`src/rtl/btgp_pkg.sv`:
```
`timescale 1ns / 1ps
package btgp_pkg;

  localparam int NUM_REGS = 8;
  localparam int ADDR_W = 5;
  localparam int CONF_W = 17;
  localparam int CLASS_W = 8;
  localparam int COORD_W = 32;
  localparam int USER_W = CLASS_W + 1;
  localparam int OUT_W = 152;

  typedef enum logic [2:0] {
    REG_VEHICLE_X      = 3'd0,
    REG_VEHICLE_Y      = 3'd1,
    REG_CAMERA_HEIGHT  = 3'd2,
    REG_QUAT_X         = 3'd3,
    REG_QUAT_Y         = 3'd4,
    REG_QUAT_Z         = 3'd5,
    REG_QUAT_W         = 3'd6,
    REG_CONF_THRESHOLD = 3'd7
  } reg_idx_t;

  localparam logic [24:0] CX_Q16 = 25'd18383287;
  localparam logic [24:0] CY_Q16 = 25'd15055812;
  localparam logic [23:0] INV_FX_Q32 = 24'd6845574;
  localparam logic [23:0] INV_FY_Q32 = 24'd6826475;
  localparam logic signed [31:0] ONE_Q30 = 32'sh4000_0000;
  localparam logic signed [33:0] CAM_FWD_Q16 = 34'sd65536;
  localparam logic [1:0] SETTLE_CYCLES = 2'd3;

  localparam int RW = 34;
  localparam int DIV_NW = 63;
  localparam int DIV_DW = 31;
  localparam int DIV_QW = 34;
  localparam int SQRT_W = 64;
  localparam int ROOT_W = 32;
  localparam int ROOT_STAGES = 32;

  typedef logic signed [RW-1:0] rot_entry_t;
  typedef rot_entry_t rot_t [9];

  typedef struct packed {
    logic [CLASS_W-1:0] cls;
    logic [CONF_W-1:0]  conf;
  } meta_t;

  typedef struct packed {
    meta_t meta;
    logic  par;
    logic  neg_x;
    logic  neg_y;
    logic  sat_x;
    logic  sat_y;
  } mid_t;

  typedef struct packed {
    meta_t                     meta;
    logic                      par;
    logic                      ovf;
    logic signed [COORD_W-1:0] gx;
    logic signed [COORD_W-1:0] gy;
  } tail_t;

  typedef struct packed {
    logic                      par;
    logic [COORD_W-1:0]        distance;
    logic signed [COORD_W-1:0] gy;
    logic signed [COORD_W-1:0] gx;
    meta_t                     meta;
  } out_item_t;

endpackage

```
`src/rtl/btgp_isqrt.sv`:
```
`timescale 1ns / 1ps
module btgp_isqrt (
  input  logic                        clk,
  input  logic                        en,
  input  logic [btgp_pkg::SQRT_W-1:0] x,
  output logic [btgp_pkg::ROOT_W-1:0] root
);
  import btgp_pkg::*;

  logic [SQRT_W-1:0] x_r   [ROOT_STAGES];
  logic [SQRT_W-1:0] res_r [ROOT_STAGES];

  for (genvar k = 0; k < ROOT_STAGES; k++) begin : g_stage
    localparam logic [SQRT_W-1:0] B = SQRT_W'(1) << (SQRT_W - 2 - 2 * k);
    logic [SQRT_W-1:0] x_c, res_c, trial;
    logic              take;

    if (k == 0) begin : g_first
      assign x_c   = x;
      assign res_c = '0;
    end else begin : g_next
      assign x_c   = x_r[k-1];
      assign res_c = res_r[k-1];
    end

    assign trial = res_c + B;
    assign take  = x_c >= trial;

    always_ff @(posedge clk) begin
      if (en) begin
        x_r[k]   <= take ? x_c - trial : x_c;
        res_r[k] <= take ? (res_c >> 1) + B : res_c >> 1;
      end
    end
  end

  assign root = res_r[ROOT_STAGES-1][ROOT_W-1:0];

endmodule
```
`config.mk`:
```
export PLATFORM = sky130hd
export DESIGN_NAME = btgp_isqrt
export DESIGN_NICKNAME = d
export VERILOG_FILES = /design/src/rtl/btgp_pkg.sv /design/src/rtl/btgp_isqrt.sv
export SDC_FILE = /design/constraint.sdc
export NUM_CORES = 2
export LEC_CHECK = 0
export ABC_AREA = 0
export BUFFER_PORTS_ARGS = -buffer_cell sky130_fd_sc_hd__buf_2
export CAP_MARGIN = 20
export CORE_ASPECT_RATIO = 0.9
export CORE_MARGIN = 2
export CORE_UTILIZATION = 55
export CTS_BUF_LIST = sky130_fd_sc_hd__clkbuf_2 sky130_fd_sc_hd__clkbuf_4 sky130_fd_sc_hd__clkbuf_8
export DETAILED_ROUTE_END_ITERATION = 7
export GPL_TIMING_DRIVEN = 0
export MAX_ROUTING_LAYER = met4
export PLACE_DENSITY = 0.71
export REMOVE_ABC_BUFFERS = 1
export SYNTH_ARGS = -nofsm -noshare
export SYNTH_HDL_FRONTEND = slang
export SYNTH_SLANG_ARGS = --single-unit
```
`constraint.sdc`:
```
create_clock -name clk -period 3.9 [get_ports clk]
set_input_delay 0.39 -clock clk [delete_from_list [all_inputs] [get_ports clk]]
set_output_delay 0.39 -clock clk [all_outputs]
set_load 0.02 [all_outputs]
```
==> flow_summary_export.csv <==
group,metric,value,unit
status,status,"completed",
worst_setup_path,rr_worst_depth,13,
place,portBuffers,97,
layout,area_growth,13.0,%
floorplanning,die_x,495,um
floorplanning,die_height,446,um
pwr,powerDensity,568,nW/um^2
timing,final.min_clock_period,3.85,ns
floorplanning,start_util,55.3,%
synthesis,synth_ff_type,"edfxtp_1",
pwr,leakage,0.0512,uW
clocking,clock_path_buffers,4,
global_routing,grt_pass1_vias,74200,
synthesis,async_flop_share,0,%
floorplanning,dieArea,221000,sq um
synthesis,ys_top_cells_by_area,"edfxtp_1 63%, ha_1 5.8%, xnor2_1 3.4%",
worst_setup_path,r2r_start,"x_r[29][21]$_DFFE_PP_",
clocking,clk_pin_slew_worst_paths,0.06,ns
clocking,cts.sinks,2512,
timing,fin_crit_sh,98.7,%
worst_setup_path,end_kind,"flip-flop",
clocking,cts_buffers,407,
timing,worst_slew_pin_slew,1.05,ns
route,routed_via_density,5.92,
layout,nets,10600,
timing,max_freq,0.260,GHz
worst_hold_path,hold_class,"in -> reg",
layout,post-route-util,62.4,%
floorplanning,ios,98,
global_routing,grt_remaining_overflow,0,
timing,slew-limit-headroom,29.1,%
worst_hold_path,hold_path_startpoint,"x[62]",
global_routing,grt_max_degree,194,
clocking,cts-htree-levels,5,
worst_setup_path,rr_endpoint,"x_r[30][62]$_DFFE_PP_",
worst_setup_path,arrival,4.70,ns
route,drc,0,
place,dp_hpwl,216,mm
synthesis,mappedNetlistArea,120000,sq um
clocking,root_buffer,"clkbuf_8",
route,drt_first_pass_iters,6,
synthesis,synth_edf_count,2512,
synthesis,yosysWarningCount,0,
layout,num-fill-cells,16300,
clocking,cts_tree,"built",
timing,skew,0.114,ns
job,cap_violations,0,
synthesis,syn_avg_cell_area,12.7,sq um
timing,slew_violations,0,
route,vias,78000,
synthesis,ys_seq_area_share,63.1,%
timing,tns,0,ns
worst_setup_path,crit_path_start_kind,"flip-flop",
clocking,clock_latency,1.11,ns
global_routing,grt_use_total,27.2,%
global_routing,grt_antenna_before_repair,24,
synthesis,yosysTopAreaCellShare,63.1,%
worst_setup_path,path_buf_inv,2,
layout,final_cell_mix,"2512 x edfxtp_1, 687 x inv_1, 632 x nor2_1",
worst_setup_path,cp.required,4.75,ns
layout,multi_input_area,42100,sq um
worst_setup_path,crit_fanout,8,
floorplanning,rows,162,
worst_setup_path,worstSetupPathType,"reg -> reg",
timing,hold_viol_final,0,
layout,regArea,75400,sq um
route,dr.first_iter.drc_count,8680,
layout,final_common_cell,"edfxtp_1",
timing,setup_viol,0,
synthesis,yosysUniqueCellTypes,99,
pwr,ir_drop,373,uV
synthesis,synth_seq_cells,2512,
worst_setup_path,worstPathCellList,"ha_4, nand4_1, or3_4, nor4_4, buf_4, a311oi_2, nand3b_1, nor3b_4, buf_12, or4_4, or4_4, nor4_4, xor2_1",
timing,holdWs,0.335,ns
worst_setup_path,r2r_slack,0.05,ns
worst_setup_path,crit_slowest_cell,"or4_4",
layout,drive_gt1_share,11.3,%
worst_hold_path,holdPathEnd,"x_r[0][62]$_DFFE_PP_",
route,post_drt_wl_per_cell,22.6,um
place,gp_congestion,0.975,
route,ant_nets,0,
worst_setup_path,critical-path-top-delay-family,"simple AND/OR/NAND/NOR gates",
synthesis,syn-instance-count,9402,
floorplanning,core,216000,sq um
synthesis,synth_top_area_cell,"edfxtp_1",
route,drt_wl_total,298,mm
worst_setup_path,critPathMaxStageDelay,0.55,ns
global_routing,grt_pass1_wl,445,mm
worst_hold_path,holdPathStages,4,
[state kept, by name, summed over array words and instances (netlist names)]
name and count:
res_r 528, x_r 1984
[layer usage]
metal	global-route usage (%)	vias up	routed length (um)
li1	-	36500	-
met1	38.9	38300	134000
met2	41.0	2766	137000
met3	3.85	507	20300
met4	7.09	0	6990
met5	-	-	0
[area by class of cell]
class,count,area share [%]
Tap cell,2870,2.66
Timing Repair Buffer,338,2.46
Inverter,693,1.94
Clock inverter,213,1.15
Sequential cell,2512,55.9
Clock buffer,507,4.73
Antenna cell,14,0.0259
Multi-Input combinational cell,6025,31.2
[power breakdown]
part | internal (uW) | switching [uW]
clock network | 12300 | 10400
logic | 7070 | 9800
registers | 34300 | 2860
[per-stage QoR]
step           power, uW  setup WS (ns)  instance area (sq um)  std cells
5_1_grt            80300        -0.0526                 135000      13200
3_3_place_gp       55100         -35.61                 123000      12200
2_1_floorplan      48000          -1.31                 119000       9222
3_5_place_dp       53400          -1.57                 124000      12200
6_report           76700         0.0493                 135000      13200
4_1_cts            76500        -0.0377                 134000      13100
[Yosys cell counts (16+ instances only)]
master / count
a211oi_1: 45
a21boi_0: 25
a21o_1: 232
a21oi_1: 627
a31oi_1: 49
and2_1: 29
and3_1: 55
and4_1: 22
buf_1: 21
buf_2: 35
clkbuf_1: 121
edfxtp_1: 2512
ha_1: 558
inv_1: 688
mux2_2: 90
nand2_1: 558
nand2b_1: 109
nand3_1: 135
nand3b_1: 30
nand4_1: 159
nand4b_1: 16
nor2_1: 636
nor2b_1: 75
nor3_1: 260
nor3b_1: 20
nor4_1: 332
nor4b_1: 41
o211ai_1: 30
o21a_1: 92
o21ai_0: 367
o21bai_1: 65
o31a_1: 16
o31ai_1: 41
or2_2: 35
or3_1: 107
or4_1: 58
xnor2_1: 468
xor2_1: 398
[how the worst max path moves through the flow]
stage	from	to	slack, ns	depth (start not counted)
finish	x_r[29][21]$_DFFE_PP_	x_r[30][62]$_DFFE_PP_	0.05	13
global route	x_r[21][20]$_DFFE_PP_	x_r[22][62]$_DFFE_PP_	-0.05	11
CTS	res_r[8][33]$_DFFE_PP_	x_r[17][61]$_DFFE_PP_	-0.04	12
detailed placement	x_r[18][44]$_DFFE_PP_	x_r[19][47]$_DFFE_PP_	-1.57	11
global placement	en	x_r[30][46]$_DFFE_PP_	-35.61	1
floorplan	x_r[23][40]$_DFFE_PP_	x_r[24][61]$_DFFE_PP_	-1.31	8
[what timing repair did]
| item | 4_1_cts | 5_1_grt |
|---|---|---|
| setup buffers | 31 | 35 |
| endpoints found under the setup margin | 399 | 474 |
| cloned | 8 | 2 |
| hold buffers | 129 | 0 |
| hold endpoints to repair | 116 | 0 |
| gates resized for setup | 102 | 134 |
| pin swaps | 13 | 35 |
[worst min-delay path, cell delays in order]
cell	delay [ns]
dlygate4sd3_1	0.53
buf_2	0.12
inv_1	0.08
xnor2_1	0.16
[logic make-up (layout without fill, tap and decap cells)]
kind of cell             after synthesis  count (layout)  synth area share [%]
adder cells (fa/ha/maj)              558             558                  5.84
AND/OR/NAND/NOR                     2725            2727                  11.8
XOR/XNOR                             866             866                  6.34
flip-flops                          2512            2512                  63.1
AO/OA/AOI/OAI                       1758            1764                  9.12
multiplexers                         110             110                  1.03
other                                  0              14                     0
buffers and inverters                873            1751                  2.79
Power figures use the tool's default switching activity.
